## config.mk

```make
export PLATFORM = sky130hd
export DESIGN_NAME = round_robin_with_fail_timeout
export DESIGN_NICKNAME = d
export VERILOG_FILES = /design/src/hw/rtl/rrft_pkg.sv /design/src/hw/rtl/rrft_ram.sv /design/src/hw/rtl/rrft_tcu.sv /design/src/hw/rtl/round_robin_with_fail_timeout.sv
export SDC_FILE = /design/constraint.sdc
export NUM_CORES = 1
export LEC_CHECK = 0
export BUFFER_PORTS_ARGS = -buffer_cell sky130_fd_sc_hd__buf_4
export CORE_AREA = 4 4 263 265
export DETAILED_ROUTE_END_ITERATION = 10
export DIE_AREA = 0 0 267 269
export PLACE_DENSITY_LB_ADDON = 0.12
export SLEW_MARGIN = 5
export SYNTH_ARGS = -nofsm -noshare
export SYNTH_HDL_FRONTEND = slang
export SYNTH_SLANG_ARGS = --single-unit
```

## constraint.sdc

```tcl
create_clock -name i_clk -period 4.7 [get_ports i_clk]
set_input_delay 0.705 -clock i_clk [delete_from_list [all_inputs] [get_ports i_clk]]
set_output_delay 0.705 -clock i_clk [all_outputs]
set_load 0.02 [all_outputs]
```

## src/hw/rtl/rrft_pkg.sv

```systemverilog
// Shared types, constants and ring helpers for the round-robin picker
// with failure timeout. No dependencies.
`default_nettype none

package rrft_pkg;

    localparam int MAX_ENTRIES = 16;
    localparam int IDX_W       = (MAX_ENTRIES > 1) ? $clog2(MAX_ENTRIES) : 1;
    localparam int CNT_W       = $clog2(MAX_ENTRIES + 1);
    localparam int TIME_W      = 32;
    localparam int TMO_W       = 16;
    localparam int ECNT_W      = 5;
    localparam int CFG_W       = 16;

    typedef logic [IDX_W-1:0]  t_idx;
    typedef logic [CNT_W-1:0]  t_cnt;
    typedef logic [TIME_W-1:0] t_time;
    typedef logic              t_cfg_idx;

    localparam t_cfg_idx REG_ENTRY_COUNT     = 1'b0;
    localparam t_cfg_idx REG_DISABLE_TIMEOUT = 1'b1;

    typedef enum logic {
        TCU_ADD,
        TCU_CMP
    } t_tcu_op;

    typedef struct packed {
        t_time sum;
        logic  ge;
    } t_tcu_res;

    // Clamp the programmed count into 1..MAX_ENTRIES.
    function automatic t_cnt eff_count(logic [ECNT_W-1:0] c);
        if (c == '0) begin
            return CNT_W'(1);
        end else if (int'(c) > MAX_ENTRIES) begin
            return CNT_W'(MAX_ENTRIES);
        end
        return CNT_W'(c);
    endfunction

    // Advance one place around the ring; wrap to zero past the count.
    function automatic t_idx ring_next(t_idx idx, t_cnt count);
        t_cnt n;
        n = CNT_W'(idx) + CNT_W'(1);
        if (n >= count) begin
            return '0;
        end
        return IDX_W'(n);
    endfunction

endpackage

`default_nettype wire

```

## src/hw/rtl/rrft_ram.sv

```systemverilog
// Generic single-write, single-read RAM with registered read data.
// No dependencies.
`default_nettype none

module rrft_ram #(
    parameter int WIDTH = 32,
    parameter int DEPTH = 16
) (
    input  wire logic                                    i_clk,
    input  wire logic                                    i_we,
    input  wire logic [((DEPTH > 1) ? $clog2(DEPTH) : 1)-1:0] i_waddr,
    input  wire logic [WIDTH-1:0]                        i_wdata,
    input  wire logic [((DEPTH > 1) ? $clog2(DEPTH) : 1)-1:0] i_raddr,
    output logic      [WIDTH-1:0]                        o_rdata
);

    logic [WIDTH-1:0] r_mem [DEPTH];

    always_ff @(posedge i_clk) begin
        if (i_we) begin
            r_mem[i_waddr] <= i_wdata;
        end
        o_rdata <= r_mem[i_raddr];
    end

endmodule

`default_nettype wire

```

## src/hw/rtl/rrft_tcu.sv

```systemverilog
// Shared time unit: one 33-bit adder for the saturating deadline sum and
// the expiry compare. Depends on rrft_pkg.
`default_nettype none

module rrft_tcu (
    input  wire rrft_pkg::t_tcu_op  i_op,
    input  wire rrft_pkg::t_time    i_now,
    input  wire rrft_pkg::t_time    i_opnd,
    output rrft_pkg::t_tcu_res      o_res
);

    import rrft_pkg::*;

    t_time             b_eff;
    logic              cin;
    logic [TIME_W:0]   sum_w;

    // Subtract by inverting the operand and carrying in; carry out is now >= opnd.
    assign b_eff = (i_op == TCU_CMP) ? ~i_opnd : i_opnd;
    assign cin   = (i_op == TCU_CMP);
    assign sum_w = {1'b0, i_now} + {1'b0, b_eff} + {{TIME_W{1'b0}}, cin};

    assign o_res.ge  = sum_w[TIME_W];
    assign o_res.sum = sum_w[TIME_W] ? {TIME_W{1'b1}} : sum_w[TIME_W-1:0];

endmodule

`default_nettype wire

```

## src/hw/rtl/round_robin_with_fail_timeout.sv

```systemverilog
// Top level of the round-robin picker with failure timeout.
// Depends on rrft_pkg, rrft_ram and rrft_tcu.
`default_nettype none

// Usage
//   Input words are taken at a rising edge with start high and busy low.
//   i_kind selects a dispatch (0) or a failure report (1). Each word gives
//   exactly one result word, shown for one cycle with o_valid high; the
//   receiver takes it at the edge that ends that cycle and cannot stall.
//   The user writes registers via i_cfg_we / i_cfg_index / i_cfg_data, index
//   0 entry_count, index 1 disable_timeout, only while busy is low; unchecked.
// Timing
//   A dispatch walks the ring one entry per cycle through the shared time
//   compare, after the S_RD state primes the deadline RAM read. It visits
//   at most one entry more than the clamped entry_count. A failure report
//   passes through S_FAIL, uses the shared adder once and then raises
//   o_valid. start may be taken again in the cycle that shows the result.
// Reset
//   i_rst_n low clears the sequencer, last pick and all disabled marks and
//   loads entry_count 1 and disable_timeout 5. Deadlines are left as they
//   are: one is only read for an entry whose mark is set, and setting the
//   mark always writes it.
module round_robin_with_fail_timeout (
    input  wire logic                   i_clk,
    input  wire logic                   i_rst_n,
    input  wire logic                   start,
    output logic                        busy,
    input  wire logic                   i_kind,
    input  wire rrft_pkg::t_time        i_now_time,
    input  wire logic [3:0]             i_failed_entry,
    output logic                        o_valid,
    output logic [3:0]                  o_chosen_entry,
    output logic                        o_status,
    output logic                        o_exhausted,
    output logic                        o_reactivated,
    input  wire logic                   i_cfg_we,
    input  wire rrft_pkg::t_cfg_idx     i_cfg_index,
    input  wire logic [rrft_pkg::CFG_W-1:0] i_cfg_data
);

    import rrft_pkg::*;

    localparam logic [1:0] S_IDLE = 2'd0;
    localparam logic [1:0] S_RD   = 2'd1;
    localparam logic [1:0] S_CHK  = 2'd2;
    localparam logic [1:0] S_FAIL = 2'd3;

    // Configuration registers.
    logic [ECNT_W-1:0] r_entry_count;
    logic [TMO_W-1:0]  r_timeout;

    // Sequencer and per-item working state.
    logic [1:0]        r_state, n_state;
    t_idx              r_idx, n_idx;
    t_cnt              r_tries, n_tries;
    t_idx              r_last, n_last;
    t_time             r_now, n_now;
    logic [3:0]        r_fe, n_fe;
    logic [MAX_ENTRIES-1:0] r_mark, n_mark;

    // Result word.
    logic              r_valid, n_valid;
    logic [3:0]        r_chosen, n_chosen;
    logic              r_status, n_status;
    logic              r_exh, n_exh;
    logic              r_react, n_react;

    t_cnt              count;
    t_idx              next_idx;
    t_idx              fe_idx;
    logic              fe_known;

    t_tcu_op           tcu_op;
    t_time             tcu_opnd;
    t_tcu_res          tcu_res;

    logic              ram_we;
    t_idx              ram_raddr;
    t_time             ram_rdata;

    assign count    = eff_count(r_entry_count);
    assign next_idx = ring_next(r_idx, count);
    assign fe_idx   = IDX_W'(r_fe);
    assign fe_known = int'(r_fe) < int'(count);
    assign busy     = (r_state != S_IDLE);

    // Prime the read with the first entry, then keep one entry ahead.
    assign ram_raddr = (r_state == S_RD) ? r_idx : next_idx;
    assign ram_we    = (r_state == S_FAIL) && fe_known && !r_mark[fe_idx];

    assign tcu_op   = (r_state == S_FAIL) ? TCU_ADD : TCU_CMP;
    assign tcu_opnd = (r_state == S_FAIL) ? TIME_W'(r_timeout) : ram_rdata;

    rrft_ram #(
        .WIDTH (TIME_W),
        .DEPTH (MAX_ENTRIES)
    ) u_deadline (
        .i_clk   (i_clk),
        .i_we    (ram_we),
        .i_waddr (fe_idx),
        .i_wdata (tcu_res.sum),
        .i_raddr (ram_raddr),
        .o_rdata (ram_rdata)
    );

    rrft_tcu u_tcu (
        .i_op   (tcu_op),
        .i_now  (r_now),
        .i_opnd (tcu_opnd),
        .o_res  (tcu_res)
    );

    always_comb begin
        n_state  = r_state;
        n_idx    = r_idx;
        n_tries  = r_tries;
        n_last   = r_last;
        n_now    = r_now;
        n_fe     = r_fe;
        n_mark   = r_mark;
        n_valid  = 1'b0;
        n_chosen = r_chosen;
        n_status = r_status;
        n_exh    = r_exh;
        n_react  = r_react;

        unique case (r_state)
            S_IDLE: begin
                if (start) begin
                    n_now   = i_now_time;
                    n_fe    = i_failed_entry;
                    n_idx   = ring_next(r_last, count);
                    n_tries = '0;
                    n_state = i_kind ? S_FAIL : S_RD;
                end
            end
            S_RD: begin
                n_state = S_CHK;
            end
            S_CHK: begin
                // Settle on an enabled entry, an expired one, or force the
                // entry after the last pick once the whole ring was seen.
                priority if (!r_mark[r_idx]) begin
                    n_react = 1'b0;
                    n_exh   = 1'b0;
                    n_valid = 1'b1;
                end else if (tcu_res.ge) begin
                    n_mark[r_idx] = 1'b0;
                    n_react       = 1'b1;
                    n_exh         = 1'b0;
                    n_valid       = 1'b1;
                end else if (r_tries == count) begin
                    n_mark[r_idx] = 1'b0;
                    n_react       = 1'b1;
                    n_exh         = 1'b1;
                    n_valid       = 1'b1;
                end else begin
                    n_idx   = next_idx;
                    n_tries = r_tries + CNT_W'(1);
                end
                if (n_valid) begin
                    n_chosen = 4'(r_idx);
                    n_status = 1'b0;
                    n_last   = r_idx;
                    n_state  = S_IDLE;
                end
            end
            S_FAIL: begin
                // Unknown entries report an error; repeated failures hold.
                if (fe_known && !r_mark[fe_idx]) begin
                    n_mark[fe_idx] = 1'b1;
                end
                n_chosen = r_fe;
                n_status = !fe_known;
                n_exh    = 1'b0;
                n_react  = 1'b0;
                n_valid  = 1'b1;
                n_state  = S_IDLE;
            end
            default: begin
                n_state = S_IDLE;
            end
        endcase
    end

    always_ff @(posedge i_clk) begin
        if (!i_rst_n) begin
            r_state       <= S_IDLE;
            r_last        <= '0;
            r_mark        <= '0;
            r_valid       <= 1'b0;
            r_entry_count <= ECNT_W'(1);
            r_timeout     <= TMO_W'(5);
        end else begin
            r_state <= n_state;
            r_last  <= n_last;
            r_mark  <= n_mark;
            r_valid <= n_valid;
            if (i_cfg_we) begin
                unique case (i_cfg_index)
                    REG_ENTRY_COUNT:     r_entry_count <= i_cfg_data[ECNT_W-1:0];
                    REG_DISABLE_TIMEOUT: r_timeout     <= i_cfg_data[TMO_W-1:0];
                endcase
            end
        end
    end

    always_ff @(posedge i_clk) begin
        r_idx    <= n_idx;
        r_tries  <= n_tries;
        r_now    <= n_now;
        r_fe     <= n_fe;
        r_chosen <= n_chosen;
        r_status <= n_status;
        r_exh    <= n_exh;
        r_react  <= n_react;
    end

    assign o_valid        = r_valid;
    assign o_chosen_entry = r_chosen;
    assign o_status       = r_status;
    assign o_exhausted    = r_exh;
    assign o_reactivated  = r_react;

    // An accepted word always starts work on the next cycle.
    a_accept_busy: assert property (@(posedge i_clk) disable iff (!i_rst_n)
        (start && !busy) |=> busy)
        else $error("accepted word did not start the sequencer");

    // A result only follows the final check or failure step.
    a_valid_src: assert property (@(posedge i_clk) disable iff (!i_rst_n)
        o_valid |-> $past(r_state == S_CHK || r_state == S_FAIL))
        else $error("result strobe without a finishing step");

    // A forced pick is always a re-enable, and an error result picks nothing.
    a_flags: assert property (@(posedge i_clk) disable iff (!i_rst_n)
        o_valid |-> ((!o_exhausted || o_reactivated) &&
                     (!o_status || (!o_reactivated && !o_exhausted))))
        else $error("inconsistent result flags");

endmodule

`default_nettype wire

```

==> results of run 1 <==
per-layer routing:
| metal | global-route usage [%] | vias up |
|---|---|---|
| li1 | - | 7200 |
| met1 | 28.1 | 8197 |
| met2 | 33.6 | 489 |
| met3 | 3.39 | 81 |
| met4 | 5.45 | 0 |
| met5 | 0 | - |
cell usage in the layout, fill, tap and decap left out, types with 8 or more instances in the layout:
| cell | count |
|---|---|
| clkbuf_1 | 15 |
| nor2_1 | 69 |
| nand2_1 | 228 |
| clkbuf_16 | 73 |
| clkinv_2 | 12 |
| and2_1 | 10 |
| nand2b_1 | 17 |
| a22o_1 | 33 |
| nand3_1 | 50 |
| a22oi_1 | 33 |
| mux2i_1 | 45 |
| o21bai_1 | 8 |
| a221o_1 | 32 |
| a21o_1 | 18 |
| ha_1 | 51 |
| xnor2_1 | 14 |
| xor2_1 | 17 |
| o21a_1 | 13 |
| a21oi_1 | 165 |
| nor2_4 | 16 |
| and3_1 | 8 |
| mux4_2 | 73 |
| o221a_2 | 10 |
| inv_1 | 21 |
| bufinv_16 | 8 |
| buf_12 | 24 |
| buf_4 | 109 |
| o21ai_0 | 39 |
| edfxtp_1 | 564 |
| dfxtp_1 | 76 |
| clkinv_1 | 10 |
| nand4_1 | 9 |
registers in the layout, summed over array words and instances, names as in the netlist, 2 cells and up:
| name | count |
|---|---|
| u_deadline.r_mem | 512 |
| r_now | 32 |
| u_deadline.o_rdata | 32 |
| r_mark | 16 |
| r_timeout | 16 |
| r_entry_count | 5 |
| r_tries | 5 |
| fe_idx | 4 |
| o_chosen_entry | 4 |
| r_idx | 4 |
| r_last | 4 |
| r_state | 2 |
critical path: cells and delay by family, from the launching register on:
kind,cells,cell delay (ns)
compound gates,7,1.73
simple gates,2,0.67
xor+xnor,1,0.41
fa+ha+maj,1,0.19
flops,1,0.49
buf+inv,2,0.40
path summary, 6_finish.rpt:
kind / start / to / slack (ns) / cells past startpoint
setup / recovery: r_state[0] / u_deadline.r_mem[11][19] / 0.41 / 13
hold / removal: i_now_time[3] / r_now[3] / 0.27 / 1
setup reg to reg: r_state[0] / u_deadline.r_mem[11][19] / 0.41 / 13
hold reg to reg: r_timeout[12] / r_timeout[12] / 0.46 / 2
stage by stage:
stage | hold slack (ns) | cells | power, mW | setup WS, ns
6_report | 0.275 | 2837 | 18.9 | 0.414
5_1_grt | 0.249 | 2837 | 19.9 | 0.176
4_1_cts | 0.240 | 2837 | 19.0 | 0.376
3_5_place_dp | 0.451 | 2710 | 13.4 | 0.403
3_3_place_gp | 0.453 | 2710 | 13.3 | 0.355
2_1_floorplan | 0.437 | 1807 | 11.4 | 0.680
cell families (layout without fill, tap and decap cells):
logic type | Yosys count | count (layout)
muxes | 121 | 121
DFF | 640 | 640
xor gates and xnor gates | 31 | 31
adders and majority gates | 52 | 52
buffers and inverters | 126 | 283
and+or+nand+nor | 437 | 437
AOI/OAI and AO/OA | 400 | 400
power by group:
group	internal, mW	switching, mW
Clock	3.37	2.19
Sequential	7.79	0.206
Combinational	1.75	3.63
cell type report:
type	count	share of cell area (%)
Sequential cell	640	59.4
Multi-Input combinational cell	1041	25.1
Clock buffer	93	6.28
Timing Repair Buffer	133	4.18
Tap cell	873	3.51
Clock inverter	34	1.27
Inverter	23	0.278
==> metrics.md, run 1 <==
| Metric | Value |
|---|---|
| Cell Area, Synth | `26600 µm²` |
| Simple-gate share of the synthesized area | `7.13%` |
| FMAX | `0.233 GHz` |
| Final Cycle Share | `91.2%` |
| Grt ovf | `0` |
| Wire length on met3 | `4150 µm` |
| Fin. Hold Viols | `0` |
| Post-synth top area share | `63.6%` |
| Crit path DAT | `4.50 ns` |
| Async SR Flop Fraction | `0%` |
| Register area | `18500 µm²` |
| Die ar. | `71800 µm²` |
| Kind of critical path | `flop to flop` |
| Syn Area/Cell | `14.7 µm²` |
| Dpl hpwl | `43400 µm` |
| Setup TNS | `0 ns` |
| Max_cap viols | `0` |
| LEAKAGE | `10.7 nW` |
| Core Region | `66800 µm²` |
| Vias per cell | `5.63` |
| Status | `completed` |
| Setup bufs post-CTS | `0` |
| Routability cong. | `0.858` |
| Post-Synth Adder-Cell Area | `2.47%` |
| Hold Buf Count CTS | `0` |
| Tot GR Track Use | `20.3%` |
| Slew @ Worst Pin | `1.22 ns` |
| DR top layer | `met4` |
| Slew headroom | `18.7%` |
| Placed Area | `28700 µm²` |
| Multi-input gate area | `7810 µm²` |
| Site row count | `95` |
| DRC | `0` |
| Layout fillers | `5817` |
| Routed Antenna Nets | `0` |
| Number of synthesized flops with an enable pin | `564` |
| Antenna violations before repair | `0` |
| CTS Buffer Depth | `3` |
| Metal-1 WL | `32100 µm` |
| Startpoint Class | `flop` |
| Post-synth top cells | `564 x edfxtp_1, 229 x nand2_1, 165 x a21oi_1` |
| Primary FF master, synth | `edfxtp_1` |
| Post-synthesis compound-gate area fraction | `10.1%` |
| Die Ht | `269 µm` |
| Drt first pass iters | `5` |
| Post-Synth XOR/XNOR Area | `1.02%` |
| Critical path fanouts, max | `33` |
| HP Class | `input pin to flop` |
| CTS buffer count | `70` |
| Net Count, Synth | `1917` |
| Initial DRC count | `1433` |
| CTS sink cnt | `640` |
| Synth cell types | `66` |
| # diodes | `0` |
| Fin area | `31100 µm²` |
| CTS tree | `yes` |
| Mux cell area share after synthesis | `7.99%` |
| Htree depth | `3` |
| Starting Density | `39.9%` |
| Setup Skew | `0.0209 ns` |
| IO Count | `67` |
| Wire per inst | `25.8 µm` |
| Final net count | `2019` |
| Die width | `267 µm` |
| Area growth from synthesis to layout | `16.8%` |
| CP required | `4.92 ns` |
| Sequential-to-total area share from yosys stat | `69.3%` |
| Largest family of logic cells by synthesized area | `compound AO/OA/AOI/OAI gates` |
| Post-layout minimum cycle time | `4.29 ns` |
| Vias in the first global route | `15800` |
| PwrDens | `609 nW/µm²` |
| Top-count cell post-synth | `edfxtp_1` |
| First-pass GRT wire length | `107000 µm` |
| Reg clk slew, reported paths | `0.06 ns` |
| Max Transition Viols Final | `0` |
| Yosys warns | `0` |
| Final Core Density | `46.5%` |
| Synthesized instance count | `1807` |
| Resized Gates After CTS | `0` |
| RSZ-0062 raised after global routing | `no` |
| Finish-stage setup viols | `0` |
| Via count | `16000` |
| # port buffers | `66` |
| Routed WL | `73100 µm` |
| Clk Tree Root Cell | `clkbuf_16` |
| CP Capture Type | `flop` |
| Crit-path cells | `nand2_1 -> buf_12 -> o21a_1 -> ha_1 -> a211oi_1 -> o21ai_0 -> a21oi_1 -> o41ai_1 -> buf_4 -> o31ai_1 -> o21ai_0 -> xnor2_1 -> nand2_1` |
| Peak supply drop | `0.291 mV` |
| Synth area leaders | `edfxtp_1 64%, mux4_2 6.2%, dfxtp_1 5.7%, nand2_1 3.2%, a21oi_1 3.1%` |
| Area leader, netlist | `edfxtp_1` |
| Largest net degree at the start of global routing | `44` |
| Share of cells above drive strength 1 | `17.9%` |
| Register bit total from synthesis | `640` |
| Slowest cell on crit path | `dfxtp_1` |
| Met2 WL | `35400 µm` |
| CP peak stage delay | `0.49 ns` |
| Worst-Skew Late Latency | `0.61 ns` |
(Power assumes the default switching activity.)
==> inputs of run 2 (changes only) <==
- ABC_AREA: not set -> 1
- CORE_AREA: 4 4 263 265 -> 4 4 280 282
- DIE_AREA: 0 0 267 269 -> 0 0 284 286
==> run 2 against run 1 <==
Critical path depth increased by 4. Sequential cell count unchanged. Cell area increased by 11%. Count of clock-buffer cells in the layout decreased by 4. Clock power increased by 4.3%. Utilization decreased by 0.99 points. Worst setup slack got worse by 0.00086 ns. Power increased by 14%. Synthesized area increased by 14%. Highest routed layer unchanged.
==> metrics.md, run 2 <==
| Metric | Value |
|---|---|
| Via count | `22000 (+38%)` |
| Max reg flops | `512 (unchanged)` |
| Status | `completed` |
| FF-to-FF setup slack | `0.41 ns (about the same)` |
| Antenna violations before repair | `4 (+4)` |
| Hold Worst Slack | `0.262 ns (-0.0123 ns)` |
| Site row count | `101 (+6.3%)` |
| CP Capture Type | `flop` |
| CTS buffer count | `74 (+5.7%)` |
| Post-synth top cells | `718 x nand2_1, 567 x inv_1, 566 x nand3_1` |
| Starting Density | `40.0% (+0.10 points)` |
| Worst Hold Launch | `i_now_time[17]` |
| Sequential-to-total area share from yosys stat | `61.0% (-8.3 points)` |
| LEAKAGE | `14.5 nW (+35%)` |
| CP required | `5.16 ns (+0.24 ns)` |
| Htree depth | `3 (unchanged)` |
| Post-synthesis compound-gate area fraction | `3.59% (-6.5 points)` |
| Largest family of logic cells by synthesized area | `simple AND/OR/NAND/NOR gates` |
| Die ar. | `81200 µm² (+13%)` |
| Kind of critical path | `flop to flop` |
| Grt ovf | `0 (unchanged)` |
| Top-count cell post-synth | `nand2_1` |
| Yosys warns | `0 (unchanged)` |
| Synth cell types | `42 (-36%)` |
| Mux cell area share after synthesis | `0% (-8.0 points)` |
| Slew @ Worst Pin | `0.875 ns (-0.345 ns)` |
| Net Count, Synth | `3296 (+72%)` |
| CTS Buffer Depth | `3 (unchanged)` |
| Register bit total from synthesis | `640 (unchanged)` |
| Initial DRC count | `1825 (+27%)` |
| Psw | `8.29 mW (+38%)` |
| IO Count | `67 (unchanged)` |
| RSZ-0062 raised after global routing | `no` |
| Die Ht | `286 µm (+6.3%)` |
| Final Power | `21.6 mW (+14%)` |
| Seq pwr share | `37.2% (-5.1 points)` |
| Number of synthesized flops with an enable pin | `564 (unchanged)` |
| Layout fillers | `7103 (+22%)` |
| Logic pwr share | `36.0% (+7.6 points)` |
| Crit path from | `r_idx[1]` |
| Post-layout minimum cycle time | `4.29 ns (+0.000862 ns)` |
| Register area | `18500 µm² (unchanged)` |
| Setup bufs post-CTS | `0 (unchanged)` |
| Wire length on met3 | `6890 µm (+66%)` |
| Reg clk slew, reported paths | `0.06 ns (about the same)` |
| Post-Synth Adder-Cell Area | `2.18% (-0.30 points)` |
| Max Transition Viols Final | `0 (unchanged)` |
| HP Class | `input pin to flop` |
| Drt first pass iters | `5 (unchanged)` |
| Share of cells above drive strength 1 | `9.30% (-8.6 points)` |
| Regs by FF count | `u_deadline.r_mem x512, r_now x32, u_deadline.o_rdata x32` |
| Routability cong. | `0.857 (-0.15%)` |
| Routed Antenna Nets | `0 (unchanged)` |
| Worst-Skew Late Latency | `0.62 ns (about the same)` |
| Largest net degree at the start of global routing | `152 (+250%)` |
| PwrDens | `626 nW/µm² (+2.8%)` |
| Final Cycle Share | `91.2% (about the same)` |
| Final net count | `3362 (+67%)` |
| CTS tree | `yes` |
| Simple-gate share of the synthesized area | `22.8% (+16 points)` |
| Setup TNS | `0 ns (unchanged)` |
| Async SR Flop Fraction | `0% (unchanged)` |
| Peak supply drop | `0.332 mV (+14%)` |
| Critical path fanouts, max | `151 (+360%)` |
| Largest Register | `u_deadline.r_mem` |
| Switching share of power | `38.4% (+6.6 points)` |
| Routed WL | `90700 µm (+24%)` |
| Clk Tree Root Cell | `clkbuf_16` |
| Met2 WL | `38900 µm (+9.6%)` |
| Startpoint Class | `flop` |
| Syn Area/Cell | `9.49 µm² (-36%)` |
| P_int | `13.3 mW (+2.9%)` |
| FMAX | `0.233 GHz (about the same)` |
| Primary FF master, synth | `edfxtp_1` |
| First-pass GRT wire length | `136000 µm (+27%)` |
| Finish-stage setup viols | `0 (unchanged)` |
| Tot GR Track Use | `22.1% (+1.8 points)` |
| Die width | `284 µm (+6.4%)` |
| Synth area leaders | `edfxtp_1 56%, nand3_1 9.4%, nand2_1 8.9%, inv_1 7.0%, dfxtp_1 5.0%` |
| # port buffers | `66 (unchanged)` |
| Setup Skew | `0.0216 ns (+0.000679 ns)` |
| Wire per inst | `21.1 µm (-18%)` |
| Area growth from synthesis to layout | `14.0%` |
| Slew headroom | `41.4% (+23 points)` |
| Most frequent cells in the layout | `717 x nand2_1, 566 x inv_1, 566 x nand3_1, 564 x edfxtp_1, 160 x nor2_1` |
| Post-synth top area share | `56.0% (-7.6 points)` |
| Multi-input gate area | `8960 µm² (+15%)` |
| Area leader, netlist | `edfxtp_1` |
| FF-to-FF Start | `r_idx[1]` |
| Cell Area, Synth | `30200 µm² (+14%)` |
| Vias per cell | `5.12 (-9.1%)` |
| DR top layer | `met4` |
| Vias in the first global route | `20800 (+31%)` |
| Dpl hpwl | `54900 µm (+26%)` |
| DRC | `0 (unchanged)` |
| Post-Synth XOR/XNOR Area | `0.463% (-0.56 points)` |
| CTS sink cnt | `640 (unchanged)` |
| Hold Buf Count CTS | `0 (unchanged)` |
| Core Region | `75700 µm² (+13%)` |
| Most common cell after layout, fill and taps aside | `nand2_1` |
| Fin. Hold Viols | `0 (unchanged)` |
| Resized Gates After CTS | `0 (unchanged)` |
| Metal-1 WL | `43100 µm (+34%)` |
| Crit path DAT | `4.75 ns (+0.25 ns)` |
| Synthesized instance count | `3186 (+76%)` |
| Clock network power share | `26.9% (-2.4 points)` |
| Max_cap viols | `0 (unchanged)` |
-- run 2: power by group through the flow --
stage	clock network (mW)	registers [mW]	logic [mW]
after floorplan	0	8.02	4.68
after global placement	0	8.14	7.65
after detailed placement	0	8.13	7.71
after CTS	5.94	8.02	7.75
after global routing	6.18	8.03	8.52
final	5.79	8.02	7.76
-- run 2: path summary, 6_finish.rpt --
kind                                end  cells past startpoint
setup / recovery  u_deadline.o_rdata[6]                     17
hold / removal                r_now[17]                      1
setup reg to reg  u_deadline.o_rdata[6]                     17
hold reg to reg            r_timeout[1]                      2
-- run 2: layout make-up --
type                            instances  share of cell area, %
Antenna cell                            1                0.00726
Timing Repair Buffer                  131                   3.51
Clock inverter                         47                   1.33
Sequential cell                       640                   53.5
Tap cell                              978                   3.55
Multi-Input combinational cell       1829                   26.0
Clock buffer                           89                   5.80
Inverter                              576                   6.27
-- run 2: stage by stage --
step / instance area (µm²) / utilization, % / std cells / worst slack, ns
floorplan: 30200 / - / 3186 / 0.109
global placement: 32000 / 42.3 / 4154 / 0.557
global route: 34500 / 45.5 / 4290 / 0.198
CTS: 34500 / 45.5 / 4290 / 0.402
finish: 34500 / 45.5 / 4291 / 0.413
detailed placement: 32000 / 42.3 / 4154 / 0.412
-- run 2: critical path: stages (launching register included) --
cell and delay, ns:
edfxtp_1 0.76, ha_1 0.43, inv_1 0.07, nor2_1 0.24
ha_1 0.30, nand2_1 0.10, inv_2 0.04, a21oi_2 0.18
nand4_1 0.11, buf_4 0.21, nand2_8 0.08, buf_12 0.48
buf_4 0.46, nand2_1 0.10, nand3_1 0.09, nand3_1 0.09
nand3_1 0.16, nand2_1 0.14
-- run 2: metal layers --
| layer | vias up | GRT usage [%] |
|---|---|---|
| met5 | - | 0 |
| met1 | 10500 | 33.2 |
| met3 | 109 | 4.08 |
| met4 | 0 | 6.02 |
| met2 | 770 | 32.9 |
| li1 | 10600 | - |
-- run 2: cell families after synthesis --
kind of cell               count (synthesis)
buffers and inverters                    717
xor gates and xnor gates                  16
and+or+nand+nor                         1560
adders and majority gates                 52
DFF                                      640
AOI/OAI and AO/OA                        201
==> inputs of run 3 (changes only) <==
- ABC_AREA: 1 -> not set
- CORE_AREA: 4 4 280 282 -> 4 4 263 265
- DIE_AREA: 0 0 284 286 -> 0 0 267 269
- PLACE_DENSITY: not set -> 0.57
- PLACE_DENSITY_LB_ADDON: 0.12 -> not set
==> run 3 against run 2 <==
Global-route usage fell by 3.1 points. Non-clock buffer count up 2. Via count down 27%. Hold slack improved by 0.015 ns. Register-to-register slack worse by 0.04 ns. Power is 15% lower. Sequential cell count unchanged. Clock skew up 0.0069 ns.
==> metrics.md, run 3 (synthesized netlist as in run 1, its figures left out) <==
| Metric | Value |
|---|---|
| Initial DRC count | `1273 (-30%)` |
| # port buffers | `66 (unchanged)` |
| Reg2reg path depth | `13 (-4)` |
| Wire per inst | `24.2 µm (+15%)` |
| Fin area | `30900 µm² (-10%)` |
| Setup TNS | `0 ns (unchanged)` |
| PwrDens | `594 nW/µm² (-5.1%)` |
| Largest net degree at the start of global routing | `97 (-36%)` |
| Met2 WL | `33300 µm (-14%)` |
| Peak supply drop | `0.292 mV (-12%)` |
| Routed WL | `68700 µm (-24%)` |
| Setup bufs post-CTS | `0 (unchanged)` |
| Placed Area | `28700 µm² (-10%)` |
| Routability cong. | `0.840 (-2.0%)` |
| Regs by FF count | `u_deadline.r_mem x512, r_now x32, u_deadline.o_rdata x32` |
| First-pass GRT wire length | `102000 µm (-25%)` |
| Tot GR Track Use | `19.0% (-3.1 points)` |
| Setup Skew | `0.0284 ns (+0.00689 ns)` |
| Max_cap viols | `0 (unchanged)` |
| Grt ovf | `0 (unchanged)` |
| LEAKAGE | `10.6 nW (-27%)` |
| Most common cell after layout, fill and taps aside | `edfxtp_1` |
| Startpoint Class | `flop` |
| Htree depth | `3 (unchanged)` |
| HP Class | `input pin to flop` |
| Wire length on met3 | `4130 µm (-40%)` |
| Core Region | `66800 µm² (-12%)` |
| Final Power | `18.3 mW (-15%)` |
| Final Core Density | `46.2% (+0.68 points)` |
| IO Count | `67 (unchanged)` |
| CTS sink cnt | `640 (unchanged)` |
| Dpl cells | `2710 (-35%)` |
| Starting Density | `39.9% (-0.10 points)` |
| Crit path to | `u_deadline.r_mem[5][18]` |
| Routed Antenna Nets | `0 (unchanged)` |
| Crit path DAT | `4.57 ns (-0.18 ns)` |
| Antenna violations before repair | `0 (-4)` |
| CP required | `4.94 ns (-0.22 ns)` |
| Max Transition Viols Final | `0 (unchanged)` |
| FMAX | `0.231 GHz (-0.97%)` |
| FF-to-FF Start | `r_state[1]` |
| # diodes | `0 (-1)` |
| Reg clk slew, reported paths | `0.06 ns (about the same)` |
| Drt first pass iters | `5 (unchanged)` |
| Die ar. | `71800 µm² (-12%)` |
| Die Ht | `269 µm (-5.9%)` |
| Die width | `267 µm (-6.0%)` |
| DRC | `0 (unchanged)` |
| Final net count | `2015 (-40%)` |
| Final cell count without fillers | `2832 (-34%)` |
| Most frequent cells in the layout | `564 x edfxtp_1, 228 x nand2_1, 165 x a21oi_1, 110 x buf_4, 76 x dfxtp_1` |
| Status | `completed` |
| CP Capture Type | `flop` |
| Place WS | `0.434 ns (+0.0218 ns)` |
| Area growth from synthesis to layout | `16.0%` |
| Resized Gates After CTS | `0 (unchanged)` |
| CTS buffer count | `66 (-11%)` |
| Layout fillers | `5802 (-18%)` |
| Metal-1 WL | `29000 µm (-33%)` |
| Slew headroom | `29.1% (-12 points)` |
| RSZ-0062 raised after global routing | `no` |
| Clk Tree Root Cell | `clkbuf_16` |
| Hold Worst Slack | `0.278 ns (+0.0153 ns)` |
| Site row count | `95 (-5.9%)` |
| Largest Register | `u_deadline.r_mem` |
| Vias in the first global route | `15800 (-24%)` |
| Fin. Hold Viols | `0 (unchanged)` |
| Final Cycle Share | `92.1% (+0.89 points)` |
| Critical path fanouts, max | `16 (-89%)` |
| R2r endpoint | `u_deadline.r_mem[5][18]` |
| CTS tree | `yes` |
| Slew @ Worst Pin | `1.06 ns (+0.189 ns)` |
| Final WS setup | `0.371 ns (-0.0419 ns)` |
| DR top layer | `met4` |
| Max reg flops | `512 (unchanged)` |
| Hold Buf Count CTS | `0 (unchanged)` |
| Vias per cell | `5.63 (+9.9%)` |
| Share of cells above drive strength 1 | `17.6% (+8.3 points)` |
| Kind of critical path | `flop to flop` |
| Hold Crit Depth | `1 (unchanged)` |
| CTS Buffer Depth | `3 (unchanged)` |
| Post-layout minimum cycle time | `4.33 ns (+0.0419 ns)` |
| Via count | `15900 (-27%)` |
| Worst-Skew Late Latency | `0.62 ns (about the same)` |
| Crit path from | `r_state[1]` |
| FF-to-FF setup slack | `0.37 ns (-0.04 ns)` |
| Finish-stage setup viols | `0 (unchanged)` |
| Dpl hpwl | `40700 µm (-26%)` |
[run 3: cell count changes in the layout (fill, tap and decap cells not counted), sizes merged, moves of 32 or more]
cell    change
inv       -553
nand3     -517
nand2     -499
nor2       -94
mux4       +73
a21oi      +72
nand3b     -53
mux2i      +45
o21ai      -44
a22o       +34
a221o      +32
[run 3: critical path: stages, from the launching register on]
cell and delay [ns]:
dfxtp_1 0.49, nand2_1 0.46, buf_4 0.32, nor2_1 0.10
a21oi_1 0.06, ha_1 0.22, a21oi_1 0.32, nand2_1 0.21
nor4b_1 0.61, o31ai_1 0.19, a21oi_1 0.33, a21oi_1 0.16
xnor2_1 0.17, nand2_1 0.32
[run 3: worst min path at each step]
stage | start | end | slack (ns)
after floorplan | r_timeout[1] | r_timeout[1] | 0.44
after global placement | r_timeout[9] | r_timeout[9] | 0.45
after detailed placement | r_timeout[14] | r_timeout[14] | 0.45
after CTS | i_now_time[2] | r_now[2] | 0.25
after global routing | i_now_time[21] | r_now[21] | 0.25
final | i_now_time[30] | r_now[30] | 0.28
[run 3: cell type report]
| type | count | area [µm²] | share of cell area (%) |
|---|---|---|---|
| Multi-Input combinational cell | 1041 | 7810 | 25.3 |
| Clock inverter | 28 | 260 | 0.843 |
| Sequential cell | 640 | 18500 | 59.8 |
| Inverter | 23 | 86.3 | 0.280 |
| Clock buffer | 94 | 1890 | 6.13 |
| Tap cell | 873 | 1090 | 3.54 |
| Timing Repair Buffer | 133 | 1290 | 4.17 |
[run 3: layer usage]
| layer | track usage (%) | vias up |
|---|---|---|
| li1 | - | 7191 |
| met1 | 25.4 | 8128 |
| met2 | 31.7 | 489 |
| met3 | 3.35 | 122 |
| met4 | 7.01 | 0 |
| met5 | 0 | - |
[run 3: power by group]
part	internal, mW	switching (mW)	leakage (nW)
clock network	3.00	2.20	1.03
logic	1.74	3.45	3.92
registers	7.79	0.164	5.67
